File: src/design/rhc_pkg.sv
// rhc_pkg: shared types and constants for the rgb to hsv converter
// used by rhc_prep, rhc_div_cell, rhc_post and rgb_to_hsv_convert
// no dependencies
package rhc_pkg;

    // hue sector codes, picked by the channel that holds the max
    localparam logic [1:0] SECTOR_RED   = 2'd0;
    localparam logic [1:0] SECTOR_GREEN = 2'd1;
    localparam logic [1:0] SECTOR_BLUE  = 2'd2;

    // hue offsets in degrees
    localparam logic [8:0] HUE_OFS_RED   = 9'd0;
    localparam logic [8:0] HUE_OFS_GREEN = 9'd120;
    localparam logic [8:0] HUE_OFS_BLUE  = 9'd240;
    localparam logic [8:0] HUE_FULL_TURN = 9'd360;

    // number of quotient bits, one division cell per bit
    localparam int DIV_STEPS = 8;

    // one restoring division in flight: partial remainder, dividend bits
    // still to shift in (msb first), quotient so far, divisor
    typedef struct packed {
        logic [7:0] rem;
        logic [7:0] low;
        logic [7:0] quo;
        logic [7:0] div;
    } rhc_lane_t;

    // everything one pixel carries down the chain
    typedef struct packed {
        rhc_lane_t  hue_lane;
        rhc_lane_t  sat_lane;
        logic [1:0] sector;
        logic       neg;
        logic       grey;
        logic       black;
        logic [7:0] value;
        logic       frame_end;
    } rhc_stage_t;

    // packed output beat fields
    typedef struct packed {
        logic [8:0] hue;
        logic [7:0] saturation;
        logic [7:0] brightness;
        logic       frame_end;
    } rhc_result_t;

endpackage

File: src/design/rhc_prep.sv
// rhc_prep: front stage, finds max, min, delta, hue sector and both dividends
// depends on rhc_pkg
module rhc_prep
(
    input  logic                clk,
    input  logic                rst_n,
    input  logic                in_valid,
    output logic                in_ready,
    input  logic [7:0]          red,
    input  logic [7:0]          green,
    input  logic [7:0]          blue,
    input  logic                frame_end,
    output logic                out_valid,
    input  logic                out_ready,
    output rhc_pkg::rhc_stage_t out_data
);

    logic                valid_reg;
    logic                valid_next;
    rhc_pkg::rhc_stage_t data_reg;
    rhc_pkg::rhc_stage_t data_next;
    logic                advance;

    logic [7:0]  mx;
    logic [7:0]  mn;
    logic [7:0]  delta;
    logic [7:0]  p_ch;
    logic [7:0]  q_ch;
    logic [7:0]  diff;
    logic [15:0] hue_num;
    logic [15:0] sat_num;

    // stage moves when empty or the next stage takes its beat
    assign advance  = !valid_reg || out_ready;
    assign in_ready = advance;

    // max, min and the sector, red wins ties over green, green over blue
    always_comb
    begin
        data_next = '0;
        mn = (red < green) ? red : green;
        mn = (mn < blue) ? mn : blue;
        if (red >= green && red >= blue)
        begin
            mx = red;
            data_next.sector = rhc_pkg::SECTOR_RED;
            p_ch = green;
            q_ch = blue;
        end
        else if (green >= blue)
        begin
            mx = green;
            data_next.sector = rhc_pkg::SECTOR_GREEN;
            p_ch = blue;
            q_ch = red;
        end
        else
        begin
            mx = blue;
            data_next.sector = rhc_pkg::SECTOR_BLUE;
            p_ch = red;
            q_ch = green;
        end
        delta = mx - mn;
        data_next.neg = (p_ch < q_ch);
        diff = data_next.neg ? (q_ch - p_ch) : (p_ch - q_ch);

        // 60*diff and 255*delta by shifts
        hue_num = {2'b00, diff, 6'b000000} - {6'b000000, diff, 2'b00};
        sat_num = {delta, 8'h00} - {8'h00, delta};

        // quotients stay below 256, so the top byte starts as the remainder
        data_next.hue_lane.rem = hue_num[15:8];
        data_next.hue_lane.low = hue_num[7:0];
        data_next.hue_lane.quo = '0;
        data_next.hue_lane.div = delta;
        data_next.sat_lane.rem = sat_num[15:8];
        data_next.sat_lane.low = sat_num[7:0];
        data_next.sat_lane.quo = '0;
        data_next.sat_lane.div = mx;

        data_next.grey      = (delta == 8'h00);
        data_next.black     = (mx == 8'h00);
        data_next.value     = mx;
        data_next.frame_end = frame_end;
    end

    // valid flag
    assign valid_next = advance ? in_valid : valid_reg;

    always_ff @(posedge clk or negedge rst_n)
    begin
        if (!rst_n)
        begin
            valid_reg <= 1'b0;
        end
        else
        begin
            valid_reg <= valid_next;
        end
    end

    // payload
    always_ff @(posedge clk)
    begin
        if (advance && in_valid)
        begin
            data_reg <= data_next;
        end
    end

    assign out_valid = valid_reg;
    assign out_data  = data_reg;

endmodule

File: src/design/rhc_div_cell.sv
// rhc_div_cell: one restoring division step for the hue and saturation lanes
// depends on rhc_pkg
module rhc_div_cell
(
    input  logic                clk,
    input  logic                rst_n,
    input  logic                in_valid,
    output logic                in_ready,
    input  rhc_pkg::rhc_stage_t in_data,
    output logic                out_valid,
    input  logic                out_ready,
    output rhc_pkg::rhc_stage_t out_data
);

    logic                valid_reg;
    logic                valid_next;
    rhc_pkg::rhc_stage_t data_reg;
    rhc_pkg::rhc_stage_t data_next;
    logic                advance;

    // shift in one dividend bit, subtract the divisor when it fits
    function automatic rhc_pkg::rhc_lane_t lane_step(input rhc_pkg::rhc_lane_t lane);
        rhc_pkg::rhc_lane_t res;
        logic [8:0]         trial;
        logic [8:0]         diff;
        logic               fits;
        res   = lane;
        trial = {lane.rem, lane.low[7]};
        diff  = trial - {1'b0, lane.div};
        fits  = (trial >= {1'b0, lane.div});
        res.rem = fits ? diff[7:0] : trial[7:0];
        res.low = {lane.low[6:0], 1'b0};
        res.quo = {lane.quo[6:0], fits};
        return res;
    endfunction

    assign advance  = !valid_reg || out_ready;
    assign in_ready = advance;

    // both lanes step, the rest rides along
    always_comb
    begin
        data_next          = in_data;
        data_next.hue_lane = lane_step(in_data.hue_lane);
        data_next.sat_lane = lane_step(in_data.sat_lane);
    end

    assign valid_next = advance ? in_valid : valid_reg;

    always_ff @(posedge clk or negedge rst_n)
    begin
        if (!rst_n)
        begin
            valid_reg <= 1'b0;
        end
        else
        begin
            valid_reg <= valid_next;
        end
    end

    always_ff @(posedge clk)
    begin
        if (advance && in_valid)
        begin
            data_reg <= data_next;
        end
    end

    assign out_valid = valid_reg;
    assign out_data  = data_reg;

endmodule

File: src/design/rhc_post.sv
// rhc_post: last stage, adds the sector offset to the hue quotient and
// applies the grey and black cases; holds the output register
// depends on rhc_pkg
module rhc_post
(
    input  logic                 clk,
    input  logic                 rst_n,
    input  logic                 in_valid,
    output logic                 in_ready,
    input  rhc_pkg::rhc_stage_t  in_data,
    output logic                 out_valid,
    input  logic                 out_ready,
    output rhc_pkg::rhc_result_t out_data
);

    logic                 valid_reg;
    logic                 valid_next;
    rhc_pkg::rhc_result_t data_reg;
    rhc_pkg::rhc_result_t data_next;
    logic                 advance;
    logic [8:0]           base;
    logic [8:0]           frac;
    logic [8:0]           frac_up;

    assign advance  = !valid_reg || out_ready;
    assign in_ready = advance;

    // hue = offset + floor, or offset - ceil on a negative difference
    always_comb
    begin
        case (in_data.sector)
            rhc_pkg::SECTOR_RED:
            begin
                base = in_data.neg ? rhc_pkg::HUE_FULL_TURN : rhc_pkg::HUE_OFS_RED;
            end
            rhc_pkg::SECTOR_GREEN:
            begin
                base = rhc_pkg::HUE_OFS_GREEN;
            end
            rhc_pkg::SECTOR_BLUE:
            begin
                base = rhc_pkg::HUE_OFS_BLUE;
            end
            default:
            begin
                base = rhc_pkg::HUE_OFS_RED;
            end
        endcase
        frac    = {1'b0, in_data.hue_lane.quo};
        frac_up = frac + {8'h00, (in_data.hue_lane.rem != 8'h00)};

        data_next.hue        = in_data.grey ? 9'd0
                             : (in_data.neg ? (base - frac_up) : (base + frac));
        data_next.saturation = in_data.black ? 8'h00 : in_data.sat_lane.quo;
        data_next.brightness = in_data.value;
        data_next.frame_end  = in_data.frame_end;
    end

    assign valid_next = advance ? in_valid : valid_reg;

    always_ff @(posedge clk or negedge rst_n)
    begin
        if (!rst_n)
        begin
            valid_reg <= 1'b0;
        end
        else
        begin
            valid_reg <= valid_next;
        end
    end

    always_ff @(posedge clk)
    begin
        if (advance && in_valid)
        begin
            data_reg <= data_next;
        end
    end

    assign out_valid = valid_reg;
    assign out_data  = data_reg;

endmodule

File: src/design/rgb_to_hsv_convert.sv
// rgb_to_hsv_convert: top level of the 8-bit rgb to hsv converter
// depends on rhc_pkg, rhc_prep, rhc_div_cell, rhc_post
//
// Usage:
// - s_axis carries one rgb pixel per beat, tlast marks the last pixel of a
//   frame; m_axis returns one hsv pixel per input beat, in order, tlast copied
// - hue is 0..359 whole degrees, saturation floor(255*delta/max), brightness
//   is the largest channel; grey pixels give hue 0, black pixels saturation 0
// - an accepted input beat reaches m_axis_tvalid through one front stage
//   (max, min, dividends), a chain of 8 division cells that each settle one
//   quotient bit of both divisions, and the output register
// - throughput is one pixel per cycle while m_axis_tready is high; the chain
//   of cells sets it, every cell handing its pixel on in each cycle
// - each stage has its own valid flag and takes a new beat when it is empty
//   or its successor takes its beat, so bubbles collapse and up to 10 pixels
//   sit in the block while m_axis_tready is low
// - when the receiver stalls the output beat holds; s_axis_tready drops once
//   every stage is full
// - reset clears all valid flags; no beat is lost across a stall
module rgb_to_hsv_convert
(
    input  logic        clk,
    input  logic        rst_n,
    input  logic        s_axis_tvalid,
    output logic        s_axis_tready,
    input  logic [23:0] s_axis_tdata,   // red [7:0], green [15:8], blue [23:16]
    input  logic        s_axis_tlast,   // frame_end
    output logic        m_axis_tvalid,
    input  logic        m_axis_tready,
    output logic [31:0] m_axis_tdata,   // hue [8:0], saturation [16:9],
                                        // brightness [24:17], zero [31:25]
    output logic        m_axis_tlast    // frame_end_out
);

    localparam int NUM_CELLS = rhc_pkg::DIV_STEPS;

    // handshake and payload between the stages of the chain
    logic                chain_valid [NUM_CELLS + 1];
    logic                chain_ready [NUM_CELLS + 1];
    rhc_pkg::rhc_stage_t chain_data  [NUM_CELLS + 1];

    rhc_pkg::rhc_result_t result;

    // front stage
    rhc_prep u_prep
    (
        .clk       (clk),
        .rst_n     (rst_n),
        .in_valid  (s_axis_tvalid),
        .in_ready  (s_axis_tready),
        .red       (s_axis_tdata[7:0]),
        .green     (s_axis_tdata[15:8]),
        .blue      (s_axis_tdata[23:16]),
        .frame_end (s_axis_tlast),
        .out_valid (chain_valid[0]),
        .out_ready (chain_ready[0]),
        .out_data  (chain_data[0])
    );

    // division cells, one quotient bit each
    for (genvar i = 0; i < NUM_CELLS; i++)
    begin : g_cell
        rhc_div_cell u_cell
        (
            .clk       (clk),
            .rst_n     (rst_n),
            .in_valid  (chain_valid[i]),
            .in_ready  (chain_ready[i]),
            .in_data   (chain_data[i]),
            .out_valid (chain_valid[i + 1]),
            .out_ready (chain_ready[i + 1]),
            .out_data  (chain_data[i + 1])
        );
    end

    // offset, special cases and output register
    rhc_post u_post
    (
        .clk       (clk),
        .rst_n     (rst_n),
        .in_valid  (chain_valid[NUM_CELLS]),
        .in_ready  (chain_ready[NUM_CELLS]),
        .in_data   (chain_data[NUM_CELLS]),
        .out_valid (m_axis_tvalid),
        .out_ready (m_axis_tready),
        .out_data  (result)
    );

    // output beat packing
    assign m_axis_tdata = {7'b0000000, result.brightness, result.saturation, result.hue};
    assign m_axis_tlast = result.frame_end;

endmodule
File: config.mk
export PLATFORM = sky130hd
export DESIGN_NAME = rgb_to_hsv_convert
export DESIGN_NICKNAME = d
export VERILOG_FILES = /design/src/design/rhc_pkg.sv /design/src/design/rhc_prep.sv /design/src/design/rhc_div_cell.sv /design/src/design/rhc_post.sv /design/src/design/rgb_to_hsv_convert.sv
export SDC_FILE = /design/constraint.sdc
export NUM_CORES = 1
export LEC_CHECK = 0
export BUFFER_PORTS_ARGS = -buffer_cell sky130_fd_sc_hd__buf_4
export CAP_MARGIN = 10
export CORE_ASPECT_RATIO = 1.75
export CORE_MARGIN = 2
export CORE_UTILIZATION = 57
export CTS_CLUSTER_DIAMETER = 60
export DETAILED_ROUTE_END_ITERATION = 12
export PLACE_DENSITY = 0.74
export SKIP_LAST_GASP = 1
export SYNTH_ARGS = -nofsm -noshare
export SYNTH_HDL_FRONTEND = slang
export SYNTH_SLANG_ARGS = --single-unit
File: constraint.sdc
create_clock -name clk -period 4.4 [get_ports clk]
set_input_delay 1.32 -clock clk [delete_from_list [all_inputs] [get_ports clk]]
set_output_delay 1.32 -clock clk [all_outputs]
set_load 0.03 [all_outputs]
==> metrics.txt, run 1 <==
power per cell area=761.4 mW/mm2; Longest Clk Path Bufs=3; fill count=2,855; Final ANT Viol Nets=0; startpoint types=input port; DR DRC count=0; floorplan die area=0.04521 mm2; distinct cell type count after synthesis=66; routed wire length=51.64 mm; Initial Utilization=57.49%; ys async rst share=2.075%; worst-margin pin slew=1.146 ns; CP Data Required Time=4.70 ns; max-slew violations=0; GRT Overall Usage=23.15%; Post-Layout Cell Count=2,869; Relative slew margins=23.58%; leakage power total=12.52 nW; io pins=64; H-tree depth=2; die span in y=279.8 um; latest clock arrival within the worst-skew pair=0.55 ns; Chip Width=161.6 um; number of global-route vias before repair=16,980; fmax=0.1765 GHz; Most Frequent Cell on Critical Path=a21o_1; 1st-pass router iterations=5; Place WS=-2.261 ns; crit end category=register; Syn Area/Cell=12.70 um2; fin crit period=5.666 ns; TritonCTS Sinks=482; status=complete, but fails checks; Fin. Hold Viols=0; CTS tree=done; clk slew on worst S/H paths=0.07 ns; ant diodes=0; Layout area overhead=21.56%; hold path startpoint=g_cell[2].u_cell.out_data[55]; max-cap violations=0; clk_skew=0.02778 ns; TritonCTS buffer count=40; Core ar.=0.04309 mm2; Detailed Route Iter0 Violations=814; first-pass GRT wire length=81.54 mm; initial antenna violation count=0; HPWL Detailed=39.18 mm; ys flop type=edfxtp_1; GP Congestion=0.9505; worst hold path type=register to register; Seq/Total Area, Yosys=58.22%; ratio of cells with drive above 1 in the final layout=26.31%; Crit path largest cell delay=0.30 ns; overflow left after global routing=0; final net count=2,532; largest net degree at the start of global routing=53; Crit Path Max Fanout=5; final worst path period share=128.8%; via count=15,630; R2R Path Start=u_prep.out_data[47]; WHS=0.3989 ns; WP data arrival=5.97 ns; failing checks=setup timing; Yosys reg bits=482; critical path class=input port to register; IO buf count=56; DR WL/cell=18.00 um; final worst slack=-1.266 ns; drt via density=5.448; maximum vdd ir drop=384.9 uV; Post-Place Cells=2,738; RSZ-0062 raised after global routing=yes; Row Count=101; slowest stage cell on the critical path=a311o_1; synthesized instance count=1,950; launch point of the worst path=s_axis_tdata[9]; CTS root buffer=clkbuf_16; final setup fails=35; number of synthesized flops with an enable pin=472; Yosys warnings=0; Mapped Area=0.02477 mm2; total power draw=22.93 mW; setup_tns=-31.53 ns; flop2flop setup slack=0.99 ns
==> sequential cells by signal (all words and copies together) (netlist names) <==
register                 flops
g_cell.u_cell.out_data     396
g_cell.u_cell.out_valid      8
u_post.out_data             26
u_post.out_valid             1
u_prep.out_data             50
u_prep.out_valid             1
==> final cells by class <==
cell class	count	area [um2]	area share, %
Tap cell	566	708.2	2.352
Inverter	273	1052	3.494
Multi-Input combinational cell	1179	10150	33.71
Sequential cell	482	14420	47.90
Timing Repair Buffer	296	2401	7.973
Clock buffer	48	1062	3.527
Clock inverter	25	315.3	1.047
==> worst paths after layout <==
kind / cells after the start / to
setup reg to reg: 11 / g_cell[0].u_cell.out_data[74]
setup / recovery: 29 / u_prep.out_data[39]
max in group asynchronous: 1 / g_cell[2].u_cell.out_valid
hold reg to reg: 0 / g_cell[3].u_cell.out_data[56]
min in group asynchronous: 1 / g_cell[4].u_cell.out_valid
hold / removal: 0 / g_cell[3].u_cell.out_data[56]
==> kinds of logic after synthesis <==
| logic type | after synthesis | synth area share, % |
|---|---|---|
| multiplexers | 131 | 5.692 |
| XOR/XNOR | 83 | 2.995 |
| AND/OR/NAND/NOR | 417 | 8.338 |
| other | 1 | 0.01514 |
| adder cells (fa/ha/maj) | 231 | 12.24 |
| flip-flops | 482 | 58.22 |
| buffers and inverters | 295 | 4.586 |
| AO/OA/AOI/OAI | 310 | 7.909 |
==> what timing repair did <==
action | CTS | global route
pin swaps | 67 | 69
hold buffers | 0 | 0
setup buffers | 48 | 16
setup endpoints to repair | 37 | 35
gates resized for setup | 128 | 64
==> Yosys cell counts, drive strengths merged, types with 2 or more instances <==
library cell    n  area [um2]
a211o           2       17.52
a211oi          9       67.56
a21boi         44       330.3
a21o           34       255.2
a21oi          59       310.3
a22o            2       17.52
a311oi         14       122.6
a31oi           2       12.51
and2           13       81.33
and3            3       18.77
buf            11       70.07
clkbuf         11       41.29
dfrtp          10       250.2
edfxtp        472       14170
fa             19       380.4
ha            212        2653
inv           273        1025
mux2           76       859.6
mux2i          55       550.5
nand2          79       296.5
nand2b         35       219.0
nand3          15       92.59
nand4          33       206.5
nor2          163       649.4
nor2b          53       331.6
nor3            7       56.31
o2111ai         2       17.52
o211ai          5       37.54
o21a            8       60.06
o21ai         114       570.5
o21bai          5       37.54
o22ai           2       12.51
or2             6       40.04
or3             2       12.51
or4             5       37.54
xnor2          58       523.0
xor2           25       219.0
==> placed cells by master (no fill, tap or decap), drive strengths merged, types with 6 or more instances in the layout <==
cell and n:
ha 212, nand3 15, mux2i 55, nor2 163, xnor2 58, mux2 76
a21boi 44, conb 7, fa 19, bufinv 7, xor2 25, inv 277
nor3 7, clkinv 13, o21a 8, a21oi 59, or2 6, edfxtp 472
a21o 34, clkbuf 48, a211oi 9, nand2b 35, dfrtp 10, nand4 33
o21ai 114, nand2 79, nor2b 53, a311oi 14, and2 13, buf 296
==> power by group <==
group	internal (mW)	switching [mW]	leakage, nW
logic	5.23	5.67	7.15
registers	7.53	0.733	4.70
clock network	2.15	1.61	0.676
total	14.9	8.02	12.5
==> per-layer routing <==
metal | share of wire, % | vias up | wire length, um | global-route usage [%]
met4 | 8.0 | 0 | 4145 | 16.00
met1 | 28 | 7568 | 14710 | 17.49
met5 | 0 | - | 0 | 0
met2 | 61 | 324 | 31700 | 50.67
li1 | - | 7565 | - | -
met3 | 2.1 | 172 | 1085 | 1.999
==> critical path, delay by kind of cell <==
family	cells	cell delay, ns
compound gates	10	1.81
simple gates	8	0.98
fa+ha+maj	3	0.70
buf+inv	5	0.55
xor+xnor	2	0.33
mux	1	0.29
==> metrics by stage <==
step,util (%),instance area [um2]
after floorplan,-,25050
after global placement,63.66,27430
after detailed placement,63.66,27430
after CTS,68.96,29720
after global routing,69.88,30120
final,69.88,30120
No activity file was read; power rests on OpenSTA's default activity.
==> inputs of run 2 (changes only) <==
Settings changed: PLACE_DENSITY 0.74 to 0.76, SYNTH_HIERARCHICAL from default to 1.
Clock period 4.4 ns to 4.95 ns, I/O delays scaled along.
==> run 2 against run 1 <==
Effect of this change: the flow still finishes with violations (setup timing); power increased by 3.6%; clock skew decreased by 0.0069 ns; core utilization decreased by 1.6 points; cell area increased by 13%; critical path depth decreased by 2; first-iteration DRC count decreased by 7.6%; worst hold slack improved by 0.0068 ns; global-route usage decreased by 0.26 points; critical path type unchanged; critical endpoint is now u_prep/out_data[36].
==> metrics.txt, run 2 <==
status=complete, but fails checks; failing checks=setup timing; RSZ-0062 raised after global routing=yes; final worst path period share=112.5%; Detailed Route Iter0 Violations=752; Multi-input gate area=0.01170 mm2; Sw Pwr=8.653 mW; Internal=15.09 mW; WHS=0.4056 ns; WP data arrival=5.89 ns; io pins=64; total power draw=23.75 mW; Reg power frac=35.1%; Place WS=-1.424 ns; synthesized instance count=2,172; CP Data Required Time=5.27 ns; clk_skew=0.02084 ns; critical path class=input port to register; fmax=0.1796 GHz; TritonCTS Sinks=558; CP top delay family=compound AO/OA/AOI/OAI gates; max-slew violations=0; Crit path largest cell delay=0.40 ns; Relative slew margins=16.99%; HPWL Detailed=45.63 mm; commonest cells after routing, fill and taps aside=548 x edfxtp_1, 232 x inv_1, 224 x buf_4, 185 x ha_1, 87 x nor2_1; Syn Area/Cell=13.16 um2; Fin. Hold Viols=0; fill count=3,358; initial antenna violation count=0; Row Count=108; floorplan die area=0.05204 mm2; CTS root buffer=clkbuf_16; leakage power total=13.68 nW; Longest Clk Path Bufs=3; routed wire length=59.49 mm; clock share of power=15.5%; Chip Width=173.3 um; max-cap violations=0; number of global-route vias before repair=19,100; max FFs per register=472; Layout area overhead=18.52%; clk slew on worst S/H paths=0.08 ns; fin crit period=5.566 ns; Crit Path Max Fanout=6; latest clock arrival within the worst-skew pair=0.57 ns; startpoint types=input port; maximum vdd ir drop=358.9 uV; DR WL/cell=18.92 um; setup_tns=-10.86 ns; Yosys warnings=6; worst hold path type=register to register; first-pass GRT wire length=93.21 mm; die span in y=300.3 um; Initial Utilization=57.65%; ratio of cells with drive above 1 in the final layout=24.96%; Core ar.=0.04959 mm2; worst-margin pin slew=1.245 ns; power per cell area=700.8 mW/mm2; 1st-pass router iterations=4; ant diodes=0; Final Util=68.33%; drt via density=5.633; overflow left after global routing=0; TritonCTS buffer count=45; IO buf count=56; crit end category=register; GP Congestion=0.9956; GRT Overall Usage=22.90%; H-tree depth=2; Final ANT Viol Nets=0; Mapped Area=0.02859 mm2; CTS tree=done; final worst slack=-0.6164 ns; Most Frequent Cell on Critical Path=a21o_1; combinational power share=49.4%; Sw Share=36.44%; via count=17,710; most common cell after layout, fill and taps aside=edfxtp_1; Reg area=0.01671 mm2; final setup fails=27; DR DRC count=0; final net count=2,708; Crit path buffers/inverters=4; slowest stage cell on the critical path=fa_2; largest net degree at the start of global routing=63; flop2flop setup slack=1.65 ns
==> run 2: worst reg2reg max path, delay by kind of cell (launching register included) <==
family / cells / cell delay (ns)
AO/OA/AOI/OAI: 5 / 0.87
adder cells (fa/ha/maj): 2 / 0.70
buffers and inverters: 1 / 0.08
flip-flops: 1 / 0.84
AND/OR/NAND/NOR: 2 / 0.57
==> run 2: path summary, 6_finish.rpt <==
kind | end | startpoint | cells past startpoint
worst max-delay path | u_prep/out_data[36] | s_axis_tdata[9] | 27
worst min-delay path | g_cell[2].u_cell/out_data[35] | g_cell[1].u_cell/out_data[34] | 0
worst max register to register | u_post/out_data[25] | g_cell[7].u_cell/out_data[11] | 10
worst min register to register | g_cell[2].u_cell/out_data[35] | g_cell[1].u_cell/out_data[34] | 0
max in group asynchronous | u_prep/out_valid | rst_n | 1
min in group asynchronous | g_cell[0].u_cell/out_valid | rst_n | 1
==> run 2: power groups by stage <==
stage / Clock (mW) / Combinational, mW / Sequential [mW]
5_1_grt: 3.91 / 12.7 / 8.50
6_report: 3.67 / 11.7 / 8.34
3_5_place_dp: 0 / 10.8 / 8.44
3_3_place_gp: 0 / 10.3 / 8.36
4_1_cts: 3.75 / 11.3 / 8.36
2_1_floorplan: 0 / 7.89 / 8.25
==> run 2: repair_timing <==
| item | 4_1_cts | 5_1_grt |
|---|---|---|
| buffers inserted | 26 | 14 |
| gates cloned | 1 | 0 |
| gates resized for setup | 123 | 71 |
| setup endpoints to repair | 35 | 34 |
| hold buffers | 0 | 0 |
| pin swaps | 57 | 42 |
==> run 2: stage by stage <==
step	cells	instance area, um2
2_1_floorplan	2179	28950
3_3_place_gp	3029	31270
4_1_cts	3133	33490
6_report	3144	33890
3_5_place_dp	3029	31270
5_1_grt	3144	33890
==> run 2: layer usage <==
metal	vias to the layer above	track usage, %	routed length, um
met1	8581	17.34	17210
met5	-	0	0
li1	8534	-	-
met4	0	17.27	5089
met3	222	2.264	1291
met2	372	49.57	35900
==> run 2: area by class of cell <==
type | count | area share (%)
Clock buffer | 51 | 3.390
Clock inverter | 31 | 1.074
Inverter | 252 | 2.876
Multi-Input combinational cell | 1330 | 34.52
Sequential cell | 558 | 49.30
Tap cell | 660 | 2.437
Timing Repair Buffer | 262 | 6.403
==> inputs of run 3 (changes only) <==
Settings changed: PLACE_DENSITY 0.76 to 0.77, SYNTH_HIERARCHICAL 1 to default.
==> run 3 against run 2 <==
Effect of this change: the run still ends with setup timing left; flip-flop and latch count down 76; clock-buffer cell count down 1; worst hold slack better by 0.0045 ns; clock skew down 0.0074 ns; sequential share of layout area down 0.62 points; clock power down 14%; highest routed layer unchanged; core utilization up 0.43 points; global-route usage down 0.66 points; critical path depth up 3; power down 16%.
==> metrics.txt, run 3 (synthesis results as in run 1) <==
WP data arrival=6.19 ns; routed wire length=50.29 mm; CTS tree=done; Initial Utilization=57.49%; startpoint types=input port; HPWL Detailed=38.07 mm; via count=15,530; Core ar.=0.04309 mm2; overflow left after global routing=0; commonest cells after routing, fill and taps aside=472 x edfxtp_1, 258 x inv_1, 233 x buf_4, 197 x ha_1, 139 x nor2_1; failing checks=setup timing; CP Data Required Time=5.24 ns; worst-margin pin slew=1.165 ns; status=complete, but fails checks; DR WL/cell=17.70 um; maximum vdd ir drop=334.7 uV; Detailed Route Iter0 Violations=791; max FFs per register=396; flop2flop setup slack=1.46 ns; setup_tns=-20.50 ns; ratio of cells with drive above 1 in the final layout=24.00%; Chip Width=161.6 um; crit end category=register; 1st-pass router iterations=5; critical path class=input port to register; final net count=2,505; Longest Clk Path Bufs=3; most common cell after layout, fill and taps aside=edfxtp_1; RSZ-0062 raised after global routing=yes; largest net degree at the start of global routing=52; RR Endpoint=g_cell[3].u_cell.out_data[74]; Fin. Hold Viols=0; worst hold path type=register to register; Place WS=-1.712 ns; initial antenna violation count=0; Most Frequent Cell on Critical Path=ha_4; die span in y=279.8 um; worst hold path stage count=0; io pins=64; hold path startpoint=g_cell[4].u_cell.out_data[10]; final setup fails=34; slowest stage cell on the critical path=fa_2; clk slew on worst S/H paths=0.07 ns; TritonCTS buffer count=39; ant diodes=0; Relative slew margins=22.33%; GP Congestion=0.9905; power per cell area=676.7 mW/mm2; Final ANT Viol Nets=0; WHS=0.4101 ns; Row Count=101; Post-Layout Cell Count=2,841; hold worst-path end=g_cell[5].u_cell.out_data[10]; H-tree depth=2; total power draw=20.05 mW; CTS root buffer=clkbuf_16; floorplan die area=0.04521 mm2; DR DRC count=0; GRT Overall Usage=22.24%; final worst path period share=119.3%; Post-Place Cells=2,726; worst-case reg-to-reg path depth=11; Crit path largest cell delay=0.39 ns; launch point of the worst path=s_axis_tdata[8]; IO buf count=56; fin crit period=5.907 ns; Crit Path Max Fanout=4; latest clock arrival within the worst-skew pair=0.55 ns; leakage power total=12.32 nW; R2R Path Start=g_cell[2].u_cell.out_data[47]; Layout area overhead=19.61%; TritonCTS Sinks=482; first-pass GRT wire length=78.63 mm; fmax=0.1693 GHz; max-slew violations=0; drt via density=5.467; final worst slack=-0.9567 ns; number of global-route vias before repair=16,800; max-cap violations=0; clk_skew=0.01347 ns
run 3: per-stage QoR:
stage / cell area (um2) / util (%)
finish: 29630 / 68.76
global route: 29630 / 68.76
CTS: 29130 / 67.60
detailed placement: 27330 / 63.42
global placement: 27330 / 63.42
floorplan: 25030 / -
run 3: report_power, final:
| group | total (mW) | leakage (nW) | switching [mW] | internal (mW) |
|---|---|---|---|---|
| sequential | 7.34 | 4.70 | 0.643 | 6.70 |
| clock | 3.17 | 0.622 | 1.40 | 1.77 |
| combinational | 9.55 | 6.99 | 4.96 | 4.58 |
run 3: cell type report:
type | instances | area (um2)
sequential | 482 | 14420
fill | 2906 | 13460
multi-input combinational | 1180 | 9956
timing repair buffer | 269 | 2198
inverter | 273 | 1052
clock buffer | 50 | 1049
tap | 566 | 708.2
clock inverter | 21 | 245.2
run 3: worst max-delay path by stage:
stage                          end  slack (ns)  depth (start not counted)
6_report       u_prep.out_data[75]       -0.96                         30
5_1_grt        u_prep.out_data[75]       -1.14                         30
4_1_cts        u_prep.out_data[38]       -0.82                         27
3_5_place_dp   u_prep.out_data[42]       -1.71                         25
3_3_place_gp   u_prep.out_data[38]       -1.60                         26
2_1_floorplan  u_prep.out_data[75]       -1.28                         29
run 3: what timing repair did:
| action | in CTS | in global routing |
|---|---|---|
| resized for setup | 71 | 86 |
| gates cloned | 1 | 0 |
| setup endpoints to repair | 35 | 35 |
| setup buffers | 29 | 24 |
| hold buffers | 0 | 0 |
| pin swaps | 39 | 49 |
run 3: routing by layer:
metal  vias up  track usage (%)  share of wire [%]
met5         -                0                  0
met4         0            17.42                8.1
met3       205            2.325                2.5
met2       334            47.41                 60
met1      7482            16.78                 29
li1       7510                -                  -
run 3: critical path, delay by kind of cell:
family	cells	cell delay (ns)
buf+inv	7	0.65
mux	1	0.24
xor+xnor	2	0.38
compound gates	9	1.57
fa+ha+maj	4	0.97
simple gates	7	0.90
